==> src/design/crt_pkg.sv <==
// crt_pkg: shared types and constants for the generalized crt combiner
package crt_pkg;

  localparam int unsigned ModBits = 62;
  localparam int unsigned W = 62;

  localparam logic [1:0] StOk    = 2'd0;
  localparam logic [1:0] StNoSol = 2'd1;
  localparam logic [1:0] StOvf   = 2'd2;

  localparam logic [W-1:0] ModLimit = {{(W-ModBits){1'b0}}, {ModBits{1'b1}}};

  typedef struct packed {
    logic [W-1:0] residue;
    logic [W-1:0] modulus;
    logic         last;
  } in_t;

  typedef struct packed {
    logic [W-1:0] solution;
    logic [W-1:0] combined_modulus;
    logic [1:0]   status;
  } out_t;

  // divider operation request and result
  typedef struct packed {
    logic         start;
    logic [W-1:0] num;
    logic [W-1:0] den;
  } div_req_t;

  typedef struct packed {
    logic         done;
    logic [W-1:0] quo;
    logic [W-1:0] rem;
  } div_rsp_t;

  // modular multiply request and result
  typedef struct packed {
    logic         start;
    logic [W-1:0] a;
    logic [W-1:0] b;
    logic [W-1:0] n;
  } mm_req_t;

  typedef struct packed {
    logic         done;
    logic [W-1:0] res;
  } mm_rsp_t;

endpackage

==> src/design/crt_div.sv <==
// crt_div: restoring divider, one quotient bit per cycle
module crt_div (
  input  logic             clk_i,
  input  logic             rst_ni,
  input  crt_pkg::div_req_t req_i,
  output crt_pkg::div_rsp_t rsp_o
);
  import crt_pkg::*;

  logic [W-1:0] quo_q, quo_d, den_q, den_d;
  logic [W:0]   rem_q, rem_d;
  logic [5:0]   cnt_q, cnt_d;
  logic         busy_q, busy_d, done_q, done_d;
  logic [W:0]   shifted;

  // one shift and trial subtract per cycle
  always_comb begin
    quo_d = quo_q; rem_d = rem_q; den_d = den_q; cnt_d = cnt_q;
    busy_d = busy_q; done_d = 1'b0;
    shifted = {rem_q[W-1:0], quo_q[W-1]};
    if (req_i.start) begin
      quo_d = req_i.num; rem_d = '0; den_d = req_i.den;
      cnt_d = 6'(W - 1); busy_d = 1'b1;
    end else if (busy_q) begin
      if (shifted >= {1'b0, den_q}) begin
        rem_d = shifted - {1'b0, den_q};
        quo_d = {quo_q[W-2:0], 1'b1};
      end else begin
        rem_d = shifted;
        quo_d = {quo_q[W-2:0], 1'b0};
      end
      cnt_d = cnt_q - 6'd1;
      if (cnt_q == '0) begin
        busy_d = 1'b0; done_d = 1'b1;
      end
    end
  end

  always_ff @(posedge clk_i or negedge rst_ni) begin
    if (!rst_ni) begin
      busy_q <= 1'b0; done_q <= 1'b0; cnt_q <= '0;
    end else begin
      busy_q <= busy_d; done_q <= done_d; cnt_q <= cnt_d;
    end
  end

  always_ff @(posedge clk_i) begin
    quo_q <= quo_d; rem_q <= rem_d; den_q <= den_d;
  end

  assign rsp_o.done = done_q;
  assign rsp_o.quo  = quo_q;
  assign rsp_o.rem  = rem_q[W-1:0];

`ifndef ASSERT_OFF
  a_done_ends_busy: assert property (@(posedge clk_i) disable iff (!rst_ni)
    done_q |-> !busy_q) else $error("divider done while busy");
  a_start_busy: assert property (@(posedge clk_i) disable iff (!rst_ni)
    req_i.start |=> busy_q) else $error("divider did not start");
  a_cnt_range: assert property (@(posedge clk_i) disable iff (!rst_ni)
    busy_q |-> cnt_q <= 6'(W - 1)) else $error("divider count out of range");
`endif
endmodule

==> config.mk <==
export PLATFORM = sky130hd
export DESIGN_NAME = crt_div
export DESIGN_NICKNAME = d
export VERILOG_FILES = /design/src/design/crt_pkg.sv /design/src/design/crt_div.sv
export SDC_FILE = /design/constraint.sdc
export NUM_CORES = 1
export LEC_CHECK = 0
export BUFFER_PORTS_ARGS = -buffer_cell sky130_fd_sc_hd__clkbuf_2
export CAP_MARGIN = 25
export CORE_ASPECT_RATIO = 0.6
export CORE_UTILIZATION = 55
export DETAILED_ROUTE_END_ITERATION = 12
export PLACE_DENSITY = 0.81
export RECOVER_POWER = 100
export SLEW_MARGIN = 5
export SYNTH_ARGS = -nofsm -noshare
export SYNTH_HDL_FRONTEND = slang
export SYNTH_SLANG_ARGS = --single-unit
==> constraint.sdc <==
create_clock -name clk_i -period 4.1 [get_ports clk_i]
set_input_delay 0.615 -clock clk_i [delete_from_list [all_inputs] [get_ports clk_i]]
set_output_delay 0.615 -clock clk_i [all_outputs]
set_load 0.01 [all_outputs]
# Yosys cells after proc, flatten, opt, wreduce, memory -nomap -nowiden
# Cells that the tools add are included.
# W data, S select, Z words.
op_classes:
  n_reduce_logical: 2
  addsub: 2
  magnitude_cmp: 1
  muxes: 12
ops:
  columns: ["cell", "n"]
  rows:
  - ["$mux W62", 3]
  - ["$ge A63 B62 Y1", 1]
  - ["$sub A62 B62 Y62", 1]
  - ["$mux W6", 2]
  - ["$mux W1", 7]
  - ["$logic_not A6 Y1", 1]
  - ["$sub A6 B1 Y6 const B", 1]
  - ["$reduce_bool A2 Y1", 1]
word_totals:
  out_inout_bits: 125
  input_bits: 127
  reg_bits: 194

# Logic depth before layout (Yosys ltp)
depth:
  ltp_word: 4
  mapped_depth: 15
  mapped_depth_nobuf: 14

# Worst setup path before layout
# OpenSTA, ideal clock, no wires.
synth_timing:
  kind: "reg2reg"
  from: "register rem_q[36]"
  to: "register rem_q[9]"
  setup_slack_ns: 0.778
  required_time_ns: 4.009
  stages_incl_launch_ff: 12
  arrival_time_ns: 3.231
  n_path_buf: 2
  setup_time_ns: 0.091
  synth_period_minus_slack_ns: 3.322
  path_cell_list: "dfxtp_1 ha_1 buf_2 nand3_1 or4_4 or4_4 a31oi_4 o21ai_2 o31a_1 buf_6 or4_1 a311oi_1"
synth_via:
  elab_chain_cells: 2
synth_lines:
  columns: ["element", "line", "rtl"]
  rows:
  - ["start, declared", "crt_div.sv:11", "logic [W:0] rem_q, rem_d;"]
  - ["start signal, assigned", "crt_div.sv:48", "quo_q <= quo_d; rem_q <= rem_d; den_q <= den_d;"]
  - ["$ge A63 B62 Y1", "crt_div.sv:25", "if (shifted >= {1'b0, den_q}) begin"]
  - ["$mux W62", "crt_div.sv:25", null]
# No other way between the ends.
# A chain may end at the register's enable or synchronous reset.

# Worst setup path in the final report
layout_timing:
  from: "register quo_q[61]"
  to: "register rem_q[58]"
layout_via:
  elab_chain_cells: 2
  word_cells_on_any_way: 3
  classes_between: "add/sub: 1; order compare: 1; mux: 1"
layout_lines:
  columns: ["element", "line", "rtl"]
  rows:
  - ["start, declared", "crt_div.sv:10", "logic [W-1:0] quo_q, quo_d, den_q, den_d;"]
  - ["start signal, assigned", "crt_div.sv:48", null]
  - ["$sub A62 B62 Y62 or $ge A63 B62 Y1 (tied branches)", "crt_div.sv:26, crt_div.sv:25", null]
  - ["$mux W62 (*)", "crt_div.sv:25", null]
# Every way passes the cells marked *; elsewhere a longest branch is shown, timed or not.

==> impl_metrics.env <==
export IMPL_drt_pass1_iterations=6
export IMPL_grt_overflow=0
export IMPL_initial_core_util_pct=56.6
export IMPL_violations="capacitance limit, slew limit"
export IMPL_holdPathEnd="den_q[28]"
export IMPL_synth_cell_types=66
export IMPL_seq_power_share_pct=33.3
export IMPL_ff2ff_path_depth=15
export IMPL_cts_setup_buffers=0
export IMPL_switchingPower_uw=3540
export IMPL_swShare_pct=42.0
export IMPL_reg2reg_to="rem_q[58]"
export IMPL_fin_tns_setup_ps=0
export IMPL_clkTransAtPathRegs_ps=80
export IMPL_min_period_ps=3930
export IMPL_setup_viol=0
export IMPL_die_w_um=188
export IMPL_dpl_hpwl_mm=22.3
export IMPL_grt_pass1_wl_mm=47.6
export IMPL_synthCells=1165
export IMPL_ys_flop_type="edfxtp_1"
export IMPL_post_drt_wl_per_cell_um=17.8
export IMPL_final_max_slew_viol_count=113
export IMPL_clockPowerShare_pct=21.1
export IMPL_finalHoldViolCount=0
export IMPL_hold_start="req_i[28]"
export IMPL_synth_nets=1358
export IMPL_start_kind="register"
export IMPL_cts_sinks=194
export IMPL_cts_buffers=17
export IMPL_drive_gt1_share_pct=17.1
export IMPL_postSynthAreaPerCell_sq_um=9.79
export IMPL_powerDensity_mw_per_mm2=632
export IMPL_io_pins=252
export IMPL_clock_path_buffers=2
export IMPL_r2r_start="quo_q[61]"
export IMPL_antenna_left=0
export IMPL_maxSlewHeadroom_pct=-28.9
export IMPL_root_buffer="clkbuf_16"
export IMPL_cap_violations=2
export IMPL_drt_iter0_drc=1078
export IMPL_vias=9978
export IMPL_max_freq_mhz=255
export IMPL_async_flop_share_pct=4.12
export IMPL_whs_path_depth=1
export IMPL_combPwrFrac_pct=45.6
export IMPL_worst_slew_pin_transition_ps=1930
export IMPL_synth_edf_count=124
export IMPL_ys_seq_area_share_pct=45.3
export IMPL_power_internal_uw=4900
export IMPL_timing_final_crit_share_pct=95.7
export IMPL_coreArea_sq_mm=0.0202
export IMPL_via_per_inst=5.94
export IMPL_rows=40
export IMPL_gp_congestion=0.926
export IMPL_drc=0
export IMPL_rsz0062_at_grt="false"
export IMPL_crit_path_max_fanout=4
export IMPL_ir_drop_mv=0.378
export IMPL_routed_wl_mm=29.9
export IMPL_die_h_um=114
export IMPL_insertion_delay_ps=450
export IMPL_grt_total_usage_pct=28.1
export IMPL_p_leak_uw=0.00561
export IMPL_arrival_ps=4310
export IMPL_fin_hold_ws_ps=333
export IMPL_cts_tree="yes"
export IMPL_yosys_warnings=0
export IMPL_grt_antenna_before_repair=1
export IMPL_status="finished with violations"
export IMPL_synth_area_sq_mm=0.0114
export IMPL_fin_nets=1585
export IMPL_skew_ps=14.9
export IMPL_grt_pass1_vias=9182
export IMPL_hp_class="in -> reg"
export IMPL_cp_end_kind="register"
export IMPL_n_fill_cell=1696
export IMPL_portBuffers=251
export IMPL_dieArea_sq_mm=0.0213
export IMPL_grt_max_degree=71
export IMPL_syn_to_final_growth_pct=17.1
export IMPL_crit_type="reg -> reg"
export IMPL_yosys_register_bits=194
export IMPL_rrSetupSlack_ps=170
export IMPL_ctsHtreeMaxLevel=4
export IMPL_cp_required_ps=4490
export IMPL_ctsResizeCount=0
-- power groups by stage --
stage / clock, uW / sequential, uW / combinational (uW)
final: 1780 / 2810 / 3850
after global routing: 1890 / 2870 / 4190
after CTS: 1810 / 2810 / 3850
after detailed placement: 0 / 2850 / 3800
after global placement: 0 / 2820 / 3750
after floorplan: 0 / 2900 / 2550
-- flip-flops by register name (all words and copies together) (netlist names) --
| name | count |
|---|---|
| done_q | 1 |
| quo_q | 62 |
| busy_q | 1 |
| cnt_q | 6 |
| den_q | 62 |
| rem_q | 62 |
-- logic make-up after synthesis --
| logic type | share of synthesized area, % |
|---|---|
| adders and majority gates | 7.31 |
| muxes | 6.38 |
| and+or+nand+nor | 13.3 |
| DFF | 45.3 |
| AOI/OAI and AO/OA | 18.4 |
| xor gates and xnor gates | 4.38 |
| buffers and inverters | 4.90 |
-- critical path: stages (launching register included) --
cell and delay, ps:
edfxtp_1 410, inv_1 100, ha_1 140, inv_1 40, fa_1 400, a21oi_1 220, o22ai_1 140, o31ai_1 390
o311ai_0 200, buf_4 210, a41oi_1 510, o31ai_1 160, o22ai_1 370, nor2_1 140, nor4b_1 290, nand3b_1 130
-- routing by layer --
layer	up-vias	wire, um	part of all wire, %	track usage (%)
li1	4719	-	-	-
met1	4700	14000	47	42.5
met2	517	12600	42	39.7
met3	42	2940	9.9	7.69
met4	0	368	1.2	6.18
met5	-	0	0	0
-- metrics by stage --
step	setup slack [ps]	instance area, sq um	power (uW)	utilization, %	std cells
after CTS	347	13600	8470	67.2	1678
after floorplan	778	11400	5460	-	1165
after global placement	435	12900	6570	64.1	1645
after global routing	40.4	13300	8950	66.2	1678
after detailed placement	379	12900	6650	64.1	1645
final	175	13400	8440	66.2	1679
-- cell usage in the layout (no fill, tap or decap), types with 12 or more instances in the layout --
cell type and n:
inv_1 83, clkbuf_1 135, nand4_1 17, o21ai_0 45, xnor2_1 37, a311oi_1 40, clkbuf_16 17, o21bai_1 20
a21o_1 35, a211oi_1 12, a21oi_1 78, clkbuf_2 123, ha_1 65, edfxtp_1 124, nor2_1 83, dfxtp_1 62
mux2_2 61, nand2_1 140, xor2_1 20, nand3_1 18
-- cell usage after synthesis, types with 3 or more instances --
library cell	instances	area, sq um
buf_2	9	45.0
a21boi_0	3	22.5
a41oi_1	4	35.0
dfxtp_1	62	1240
or3_1	7	43.8
xnor2_1	37	324
and3_1	6	37.5
a22oi_1	9	67.6
clkbuf_1	48	180
a221o_1	4	40.0
or4_1	3	22.5
nor3_1	10	50.1
inv_1	84	315
o22ai_1	4	25.0
o21ai_0	45	225
a21o_1	35	263
a311oi_1	40	350
a31oi_1	10	62.6
or2_2	5	31.3
o21bai_1	20	150
mux2_2	62	698
dfrtp_1	8	200
xor2_1	20	175
a21oi_1	78	390
nand2b_1	11	68.8
nor2b_1	7	43.8
a211oi_1	12	90.1
nor2_1	83	312
a221oi_1	4	35.0
mux2i_1	3	30.0
ha_1	65	813
edfxtp_1	124	3720
nand2_1	139	522
o21a_1	4	30.0
and2_1	12	75.1
nand3_1	18	90.1
o211ai_1	9	67.6
o31ai_1	7	52.6
nand4_1	17	106
-- worst max-delay path by stage --
stage | start | endpoint | slack (ps) | cells past startpoint
finish | quo_q[61] | rem_q[58] | 170 | 15
CTS | den_q[33] | rem_q[9] | 350 | 10
global placement | quo_q[61] | rem_q[58] | 430 | 15
detailed placement | rem_q[35] | rem_q[9] | 380 | 9
floorplan | rem_q[36] | rem_q[9] | 780 | 11
global route | quo_q[61] | rem_q[58] | 40 | 15
-- cell type report --
class,instances,area (sq um),area share [%]
clock inverters,15,203,1.52
flip-flops and latches,194,5160,38.7
diodes,1,2.50,0.0187
repair buffers,267,1200,9.02
well taps,273,342,2.56
clock buffers,17,425,3.19
inverters,84,315,2.36
multi-input cells,828,5690,42.6
-- what timing repair did --
action                     CTS  global route
hold buffers                 1             0
setup endpoints to repair    0             0
hold endpoints to repair     8             0
Note: power is estimated with default switching activity, not from simulation.
