File: src/design/crt_pkg.sv
// crt_pkg: shared types and constants for the generalized crt combiner
package crt_pkg;

  localparam int unsigned ModBits = 62;
  localparam int unsigned W = 62;

  localparam logic [1:0] StOk    = 2'd0;
  localparam logic [1:0] StNoSol = 2'd1;
  localparam logic [1:0] StOvf   = 2'd2;

  localparam logic [W-1:0] ModLimit = {{(W-ModBits){1'b0}}, {ModBits{1'b1}}};

  typedef struct packed {
    logic [W-1:0] residue;
    logic [W-1:0] modulus;
    logic         last;
  } in_t;

  typedef struct packed {
    logic [W-1:0] solution;
    logic [W-1:0] combined_modulus;
    logic [1:0]   status;
  } out_t;

  // divider operation request and result
  typedef struct packed {
    logic         start;
    logic [W-1:0] num;
    logic [W-1:0] den;
  } div_req_t;

  typedef struct packed {
    logic         done;
    logic [W-1:0] quo;
    logic [W-1:0] rem;
  } div_rsp_t;

  // modular multiply request and result
  typedef struct packed {
    logic         start;
    logic [W-1:0] a;
    logic [W-1:0] b;
    logic [W-1:0] n;
  } mm_req_t;

  typedef struct packed {
    logic         done;
    logic [W-1:0] res;
  } mm_rsp_t;

endpackage

File: src/design/crt_mulmod.sv
// crt_mulmod: shift-and-add modular multiplier, one bit of b per cycle
module crt_mulmod (
  input  logic            clk_i,
  input  logic            rst_ni,
  input  crt_pkg::mm_req_t req_i,
  output crt_pkg::mm_rsp_t rsp_o
);
  import crt_pkg::*;

  logic [W-1:0] a_q, a_d, b_q, b_d, n_q, n_d, r_q, r_d;
  logic         busy_q, busy_d, done_q, done_d;
  logic [W:0]   sum, dbl;

  // operands are to arrive reduced below n; the block itself does not enforce it
  always_comb begin
    a_d = a_q; b_d = b_q; n_d = n_q; r_d = r_q;
    busy_d = busy_q; done_d = 1'b0;
    sum = {1'b0, r_q} + {1'b0, a_q};
    dbl = {a_q, 1'b0};
    if (req_i.start) begin
      a_d = req_i.a; b_d = req_i.b; n_d = req_i.n; r_d = '0; busy_d = 1'b1;
    end else if (busy_q) begin
      if (b_q == '0) begin
        busy_d = 1'b0; done_d = 1'b1;
      end else begin
        if (b_q[0]) r_d = (sum >= {1'b0, n_q}) ? W'(sum - {1'b0, n_q}) : sum[W-1:0];
        a_d = (dbl >= {1'b0, n_q}) ? W'(dbl - {1'b0, n_q}) : dbl[W-1:0];
        b_d = b_q >> 1;
      end
    end
  end

  always_ff @(posedge clk_i or negedge rst_ni) begin
    if (!rst_ni) begin
      busy_q <= 1'b0; done_q <= 1'b0;
    end else begin
      busy_q <= busy_d; done_q <= done_d;
    end
  end

  always_ff @(posedge clk_i) begin
    a_q <= a_d; b_q <= b_d; n_q <= n_d; r_q <= r_d;
  end

  assign rsp_o.done = done_q;
  assign rsp_o.res  = r_q;

`ifndef ASSERT_OFF
  a_done_idle: assert property (@(posedge clk_i) disable iff (!rst_ni)
    done_q |-> !busy_q) else $error("mulmod done while busy");
  a_start: assert property (@(posedge clk_i) disable iff (!rst_ni)
    req_i.start |=> busy_q) else $error("mulmod did not start");
  a_res_below: assert property (@(posedge clk_i) disable iff (!rst_ni)
    done_q |-> (r_q < n_q || n_q == '0)) else $error("mulmod result not reduced");
`endif
endmodule
File: config.mk
export PLATFORM = sky130hd
export DESIGN_NAME = crt_mulmod
export DESIGN_NICKNAME = d
export VERILOG_FILES = /design/src/design/crt_pkg.sv /design/src/design/crt_mulmod.sv
export SDC_FILE = /design/constraint.sdc
export NUM_CORES = 1
export LEC_CHECK = 0
export BUFFER_PORTS_ARGS = -buffer_cell sky130_fd_sc_hd__buf_2
export CAP_MARGIN = 30
export CORE_UTILIZATION = 44
export CTS_CLUSTER_SIZE = 30
export DETAILED_ROUTE_END_ITERATION = 8
export GPL_ROUTABILITY_DRIVEN = 0
export MAX_ROUTING_LAYER = met4
export SYNTH_ARGS = -nofsm -noshare
export SYNTH_HDL_FRONTEND = slang
export SYNTH_SLANG_ARGS = --single-unit
export TNS_END_PERCENT = 10
File: constraint.sdc
create_clock -name clk_i -period 14.5 [get_ports clk_i]
set_input_delay 1.45 -clock clk_i [delete_from_list [all_inputs] [get_ports clk_i]]
set_output_delay 1.45 -clock clk_i [all_outputs]
set_load 0.01 [all_outputs]
**Word level (Yosys, flattened, before mapping)**

Index checks and enable logic that the tools add are counted.

- Register bits after elaboration: 250
- Output and inout port bits: 63
- Word-level logic and storage cells: 31

- Add/subtract/negate cells: 3
- Magnitude comparators: 2
- Equality and inequality tests: 1
- Multiplexer cells: 14
- Bitwise logic cells: 1
- Reductions and logical operators: 4

Operators with widths:

| operator | number |
|---|---|
| $mux W62 | 8 |
| $ge A63 B62 Y1 | 2 |
| $sub A62 B62 Y62 | 2 |
| $add A62 B62 Y63 | 1 |
| $logic_not A62 Y1 | 1 |
| $mux W1 | 6 |
| $reduce_and A3 Y1 | 1 |
| $ne A2 B2 Y1 const B | 1 |
| $reduce_and A2 Y1 | 1 |
| $reduce_bool A2 Y1 | 1 |
| $not A1 Y1 | 1 |

**Logic depth before layout (Yosys ltp)**

Gate-level depths: netlist (run 1).

- Depth in word-level cells: 5
- Mapped depth: 27
- Depth with buffers taken out: 24

**Worst setup path before layout (run 1)**

OpenSTA, ideal clock, no wires.

- Kind: input-to-reg
- Start: input req_i[186] (netlist bit)
- End: register a_q[0], enable pin
- Library setup time: 1,088 ps
- Arrival: 4,419 ps
- Data required time: 13,412 ps
- Slack: 8,993 ps
- Stages: 5
- Cell sequence: clkbuf_1 > inv_1 > clkbuf_1 > clkbuf_1 > nand2_1

- Cells in the longest elaborated chain, start to end: 2
- Elaborated cells between the ends (all ways): 3
- Classes of those cells: eq/ne: 1; reduce/logical: 2

RTL lines:

| item | line | text |
|---|---|---|
| from (decl) | crt_mulmod.sv:5 | `input crt_pkg::mm_req_t req_i,` |
| $ne A2 B2 Y1 (no line) or $reduce_bool A2 Y1 (tied branches) | - |  |
| $reduce_and A2 Y1 (no line) (*) | - |  |
| to (signal assigned) | crt_mulmod.sv:42 | `a_q <= a_d; b_q <= b_d; n_q <= n_d; r_q <= r_d;` |
| to (decl) | crt_mulmod.sv:10 | `logic [W-1:0] a_q, a_d, b_q, b_d, n_q, n_d, r_q, r_d;` |

Mark *: on every way between the ends. The rest lies on a longest branch, timed or not.
A chain may end at the register's enable or synchronous reset.

**Final worst setup path (run 1)**

- Start: register a_q[0]
- End: register r_q[35]

- Cells in the longest elaborated chain, start to end: 3
- Elaborated cells between the ends (all ways): 4
- Classes of those cells: add/sub: 2; order compare: 1; mux: 1

RTL lines:

| item | line | text |
|---|---|---|
| $add A62 B62 Y63 (*) | crt_mulmod.sv:18 | `sum = {1'b0, r_q} + {1'b0, a_q};` |
| $sub A62 B62 Y62 or $ge A63 B62 Y1 (tied branches) | crt_mulmod.sv:26 | `if (b_q[0]) r_d = (sum >= {1'b0, n_q}) ? W'(sum - {1'b0, n_q}) : sum[W-1:0];` |
| $mux W62 (*) | crt_mulmod.sv:26 |  |
| to (signal assigned) | crt_mulmod.sv:42 |  |
| to (decl) | crt_mulmod.sv:10 |  |

Marked as above.

==> summary.txt, run 1 <==
Global route
  – Tot GR Track Use: 29.2%
  – Initial antenna violation count: 8
  – Number of global-route vias before repair: 19719
  – First-pass GRT wire length: 112 mm
  – Total grt overflow: 0
  – Largest net degree at the start of global routing: 133

Floorplan
  – Row count: 80
  – Die area: 49900 sq um
  – Core footprint: 48000 sq um
  – Ports: 252
  – Die width: 223 um
  – Die Y-Extent: 223 um
  – Starting Density: 44.9%

Run status
  – Status: finished clean

Worst hold path
  – Hold WC Path Type: reg2reg

Yosys
  – Synth Area per Inst: 8.53 sq um
  – Synth cell types: 93
  – Seq/Total Area, Yosys: 31.9%
  – Synth Flop Type: edfxtp_1
  – Synth Area in Simple Gates: 16.2%
  – Post-synthesis adder-cell area fraction: 11.1%
  – Compound-Gate Fraction of Synth Area: 24.9%
  – FF+latch count, synth: 250
  – Synth warn: 0
  – EDFF count, synth: 186
  – Post-Syn Nets: 2904
  – Post-synthesis xor/xnor area fraction: 6.14%
  – FFs w/ async S/R, synth: 0.800%
  – Mux contribution to synthesized area: 5.25%
  – Cell count after synthesis: 2526
  – Main combinational cell family by area after synthesis: compound AO/OA/AOI/OAI gates
  – Mapped Area: 21600 sq um

Detailed routing
  – Vias: 20496
  – Final ANT Viol Nets: 0
  – Residual DRC: 0
  – Routed wire per std cell: 21.6 um
  – DR iter-0 viols: 2007
  – Drt via density: 6.13
  – Final wirelength: 72.1 mm
  – Initial DRT Pass Iterations: 6

Timing
  – Final period util: 47.7%
  – Max Clk Rate: 144 MHz
  – Unrepaired setup endpoints after global routing: no
  – Clock skew: 17.4 ps
  – Fin. Hold Viols: 0
  – Crit path time final: 6920 ps
  – Setup tns final: 0 ps
  – Worst slew margin: 37.3%
  – Worst slew pin tran: 932 ps
  – Setup Viol. Count Final: 0
  – Final Max Slew Viols: 0

Critical path
  – CP Capture Type: flop
  – Critical path data required time: 14910 ps
  – R2r setup slk: 7580 ps
  – Worst EP arrival: 7340 ps
  – CP Class: reg2reg
  – Crit start category: flop
  – Max stage delay on crit path: 580 ps
  – CP max FO: 36
  – Slowest-stage cell, CP: o21a_1
  – Crit path cell chain: ha_1 -> inv_1 -> fa_1 -> nand2b_1 -> a21oi_1 -> o211ai_1 -> a21oi_1 -> o211a_1 -> o211a_1 -> nor2_1 -> mux2_2 -> a211oi_1 -> ha_1 -> a21o_1 -> o41ai_1 -> nand3_1 -> o21ai_1 -> o21a_1 -> buf_4 -> nor2_1 -> a211oi_1 -> nor3_1

Clocking
  – Post-CTS resize count: 0
  – CTS Buf Count: 34
  – Root Driver: clkbuf_16
  – H-Tree Depth: 2
  – Total clock sinks: 250
  – TritonCTS clock tree: yes
  – Reg clk slew, reported paths: 60 ps
  – Clk Latency, worst-skew pair: 570 ps
  – Setup Buffers After CTS: 0
  – CTS max path bufs: 3
  – Hold-fix buffers, CTS: 0

Cells and area
  – Utilization after layout: 50.9%
  – Final nets: 3072
  – Area growth, synth to finish: 13.5%
  – Share of cells above drive strength 1: 15.8%

Placed design
  – Detailed Place HPWL: 55.7 mm
  – Port Buffers: 251

Job
  – Max-capacitance violation count: 0
[kinds of logic after synthesis]
group | Yosys count
adder cells (fa/ha/maj) | 189
multiplexers | 102
AO/OA/AOI/OAI | 843
AND/OR/NAND/NOR | 742
XOR/XNOR | 151
flip-flops | 250
buffers and inverters | 249
[metrics by stage]
step,worst slack [ps],instance area [sq um],hold slack [ps],instances
6_report,7580,24500,479,3341
5_1_grt,7170,24500,517,3340
4_1_cts,7630,24400,478,3333
3_5_place_dp,7670,23200,470,3271
3_3_place_gp,7740,23200,460,3269
2_1_floorplan,8990,21600,485,2526
[final timing paths]
kind / startpoint / to / cells after the start
max: a_q[0] / r_q[35] / 22
min: r_q[2] / r_q[2] / 2
max reg2reg: a_q[0] / r_q[35] / 22
min reg2reg: r_q[2] / r_q[2] / 2
max in group asynchronous: rst_ni / busy_q / 1
min in group asynchronous: rst_ni / done_q / 1
[state kept, by name, summed over array words and instances (netlist names)]
register,cells
done_q,1
busy_q,1
a_q,62
b_q,62
r_q,62
n_q,62
[cell usage after synthesis, types with 7 or more instances]
cell type | number | area share [%]
a211o_1 | 7 | 0.28
a211oi_1 | 37 | 1.3
a21o_1 | 88 | 3.1
a21oi_1 | 249 | 5.8
a311oi_1 | 10 | 0.41
a31oi_1 | 47 | 1.4
a41oi_1 | 7 | 0.28
and2_1 | 14 | 0.41
and3_1 | 22 | 0.64
buf_1 | 11 | 0.19
buf_2 | 23 | 0.53
clkbuf_1 | 94 | 1.6
dfxtp_1 | 62 | 5.8
edfxtp_1 | 186 | 26
ha_1 | 186 | 11
inv_1 | 117 | 2.0
mux2_2 | 85 | 4.4
mux2i_1 | 16 | 0.74
nand2_1 | 269 | 4.7
nand2b_1 | 32 | 0.93
nand3_1 | 51 | 1.2
nand4_1 | 47 | 1.4
nor2_1 | 179 | 3.1
nor2b_1 | 17 | 0.49
nor3_1 | 37 | 0.86
nor4_1 | 32 | 0.93
o211ai_1 | 32 | 1.1
o21a_1 | 42 | 1.5
o21ai_0 | 185 | 4.3
o21ai_1 | 8 | 0.19
o21bai_1 | 44 | 1.5
o31ai_1 | 16 | 0.56
or3_1 | 8 | 0.23
xnor2_1 | 93 | 3.8
xor2_1 | 58 | 2.4
[critical path: cells and delay by family, from the launching register on]
kind | cells | cell delay [ps]
buffers and inverters | 2 | 600
AO/OA/AOI/OAI | 11 | 3860
AND/OR/NAND/NOR | 5 | 580
multiplexers | 1 | 300
adder cells (fa/ha/maj) | 3 | 990
flip-flops | 1 | 400
[area by class of cell]
cell class / instances / area (sq um)
Clock buffer: 38 / 866
Inverter: 117 / 442
Timing Repair Buffer: 264 / 1430
Sequential cell: 250 / 6880
Antenna cell: 6 / 15.0
Clock inverter: 24 / 335
Multi-Input combinational cell: 2027 / 13700
Tap cell: 615 / 769
Fill cell: 4631 / 23600
[layout by cell type (no fill, tap or decap), drive strengths merged, types with 7 or more instances in the layout]
cell type,n
nand3,51
clkinv,14
a31oi,47
xor2,58
edfxtp,186
buf,263
a41oi,9
or3,8
mux2,86
clkbuf,39
a21o,89
nor2,179
nand2b,33
nor3,38
a211oi,38
a221oi,7
o21ai,194
xnor2,93
o21a,42
o211ai,33
mux2i,16
and2,15
a21oi,252
bufinv,7
a211o,7
ha,186
nor2b,18
dfxtp,62
nand4,47
nor4,32
nand2,269
a311oi,11
o31ai,17
inv,119
and3,23
o21bai,44
[metal layers]
layer | routed length [um] | vias to the layer above | global-route usage [%]
met2 | 32200 | 832 | 44.7
met4 | 1620 | 0 | 8.11
li1 | - | 9742 | -
met5 | 0 | - | -
met3 | 5740 | 121 | 5.93
met1 | 32500 | 9801 | 39.0
Power of run 1 is left out: the tool's default activity adds up to more than one toggle a clock period on the data nets, which glitch-free logic cannot reach.
==> inputs of run 2 (changes only) <==
--- a/config.mk
+++ b/config.mk
@@ -12,6 +12,7 @@
 export DETAILED_ROUTE_END_ITERATION = 8
 export GPL_ROUTABILITY_DRIVEN = 0
 export MAX_ROUTING_LAYER = met4
+export PLACE_DENSITY = 0.65
 export SYNTH_ARGS = -nofsm -noshare
 export SYNTH_HDL_FRONTEND = slang
 export SYNTH_SLANG_ARGS = --single-unit
==> constraint.sdc (replaced) <==
create_clock -name clk_i -period 6.3 [get_ports clk_i]
set_input_delay 0.63 -clock clk_i [delete_from_list [all_inputs] [get_ports clk_i]]
set_output_delay 0.63 -clock clk_i [all_outputs]
set_load 0.01 [all_outputs]
==> run 2 against run 1 <==
  * Clock skew grew 2.2 ps
  * Final cell count grew 0.30%
  * Global-route usage shrank 0.18 points
  * Utilization grew 0.094 points
  * Worst hold slack lost 230 ps
  * Largest cell class unchanged
  * Die area is the same
  * Cell area grew 0.18%
  * Non-clock buffer count grew 12
  * Sequential share of layout area shrank 0.052 points
==> summary.txt, run 2 (synthesis results as in run 1) <==
Run status
  – Status: finished clean

Critical path
  – CP dominant cell by count: a21oi_1
  – Max stage delay on crit path: 390 ps (-190 ps)
  – Slowest-stage cell, CP: edfxtp_1
  – Crit path depth: 25 (+14%)
  – Crit path buf inv count: 2 (unchanged)
  – CP Capture Type: flop
  – CP max FO: 8 (-78%)
  – Worst EP arrival: 6360 ps (-980 ps)
  – Crit path to: r_q[54]
  – CP Class: reg2reg
  – R2r setup slk: 390 ps (-7190 ps)
  – CP top delay family: compound AO/OA/AOI/OAI gates
  – Reg2reg path depth: 25 (+14%)
  – Reg-to-reg critical path endpoint: r_q[54]
  – FF-to-FF Start: a_q[0]
  – Critical path data required time: 6750 ps (-8160 ps)
  – Worst setup startpoint: a_q[0]
  – Crit start category: flop

Placed design
  – Detailed Place HPWL: 55.8 mm (+0.20%)
  – Place WS: 92.6 ps (-7580 ps)
  – Port Buffers: 251 (unchanged)

Clocking
  – CTS max path bufs: 3 (unchanged)
  – Reg clk slew, reported paths: 60 ps (about the same)
  – Root Driver: clkbuf_16
  – Total clock sinks: 250 (unchanged)
  – TritonCTS clock tree: yes
  – H-Tree Depth: 2 (unchanged)
  – CTS Buf Count: 34 (unchanged)
  – Clk Latency, worst-skew pair: 560 ps (about the same)

Timing
  – Worst slew pin tran: 952 ps (+19.5 ps)
  – Unrepaired setup endpoints after global routing: yes
  – Setup Viol. Count Final: 0 (unchanged)
  – Fin. Hold Viols: 0 (unchanged)
  – Max Clk Rate: 169 MHz (+17%)
  – Crit path time final: 5910 ps (-1010 ps)
  – Setup WS post-layout: 388 ps (-7190 ps)
  – Worst Hold Slack: 244 ps (-235 ps)
  – Worst slew margin: 36.6% (-0.73 points)
  – Final Max Slew Viols: 0 (unchanged)
  – Final period util: 93.8% (+46 points)
  – Clock skew: 19.6 ps (+2.22 ps)

Floorplan
  – Die area: 49900 sq um (unchanged)
  – Ports: 252 (unchanged)
  – Row count: 80 (unchanged)
  – Core footprint: 48000 sq um (unchanged)
  – Die width: 223 um (unchanged)
  – Starting Density: 44.9% (unchanged)
  – Die Y-Extent: 223 um (unchanged)

Detailed routing
  – DR iter-0 viols: 1834 (-8.6%)
  – Final ANT Viol Nets: 0 (unchanged)
  – Routed wire per std cell: 21.4 um (-1.0%)
  – Vias: 20635 (+0.68%)
  – Drt via density: 6.16 (+0.38%)
  – Final wirelength: 71.6 mm (-0.73%)
  – Initial DRT Pass Iterations: 5 (-1)
  – Residual DRC: 0 (unchanged)

Cells and area
  – Commonest non-fill, non-tap cell in the layout: nand2_1
  – Final nets: 3084 (+0.39%)
  – Share of cells above drive strength 1: 16.7% (+0.85 points)
  – Most frequent cells in the layout: 268 x nand2_1, 250 x buf_2, 248 x a21oi_1
  – Area growth, synth to finish: 13.7%

Worst hold path
  – Hold WC Path Type: in2reg
  – Hold path depth: 1 (-1)

Job
  – Max-capacitance violation count: 0 (unchanged)

Global route
  – Initial antenna violation count: 3 (-5)
  – Number of global-route vias before repair: 19691 (-0.14%)
  – Total grt overflow: 0 (unchanged)
  – Tot GR Track Use: 29.0% (-0.18 points)
  – Largest net degree at the start of global routing: 86 (-35%)
  – First-pass GRT wire length: 111 mm (-0.43%)
==> run 2: cell types whose count changed in the layout (fill, tap and decap cells not counted), sizes merged <==
| cell | before | now |
|---|---|---|
| buf | 263 | 274 |
| bufinv | 7 | 3 |
| clkbuf | 39 | 43 |
| clkinv | 14 | 13 |
| clkinvlp | 1 | 3 |
| diode | 6 | 4 |
| dlygate4sd3 | 0 | 1 |
| inv | 119 | 118 |
==> run 2: layer usage <==
metal  share of wire (%)  wire length [um]  GRT usage (%)  vias up
met5                   0                 0              -        -
met4                 3.5              2520           10.4        0
met3                 8.4              6010           5.36      147
met2                  44             31400           44.5      925
met1                  44             31700           38.2     9822
li1                    -                 -              -     9741
==> run 2: layout make-up <==
class                      instances  area (sq um)
timing repair buffer             276          1510
multi-input combinational       2027         13800
antenna                            4          10.0
sequential                       250          6880
clock buffer                      42           881
fill                            4548         23500
clock inverter                    20           208
inverter                         117           440
tap                              615           769
==> run 2: worst min path at each step <==
stage,start,to,slack (ps)
after floorplan,rst_ni,busy_q,330
after global placement,rst_ni,done_q,420
after detailed placement,rst_ni,busy_q,420
after CTS,req_i[0],n_q[0],210
after global routing,req_i[56],n_q[56],230
final,req_i[7],n_q[7],240
==> run 2: worst register-to-register path, cell delays in order, from the launching register on <==
cell and delay, ps:
edfxtp_1 390, ha_1 220, inv_1 70, fa_1 390, nand2b_1 190, a21oi_2 250, o211ai_1 210, a21oi_1 360
o211a_1 360, o211a_1 250, nor2_1 100, o21bai_1 170, xor2_1 250, ha_1 370, a21o_1 200, a21o_1 170
a21oi_1 180, nor3b_1 90, nor3_1 190, o211ai_1 110, a21oi_1 270, o21a_2 340, buf_4 210, a211oi_1 60
o21bai_1 170, a31o_2 240
==> run 2: stage by stage <==
stage               cells  cell area [sq um]  utilization, %  TNS (ps)
floorplan            2526              21600               -         0
global placement     3282              23300            48.5         0
detailed placement   3283              23300            48.5         0
CTS                  3346              24400            50.8         0
global route         3351              24500            51.0     -91.8
finish               3351              24500            51.0         0
==> run 2: timing repair <==
| action | 4_1_cts | 5_1_grt |
|---|---|---|
| hold endpoints to repair | 2 | 0 |
| hold buffers | 1 | 0 |
| buffers inserted | 0 | 0 |
| endpoints found under the setup margin | 0 | 62 |
| gates resized for setup | 0 | 15 |
Power of run 2 is left out for the same reason.
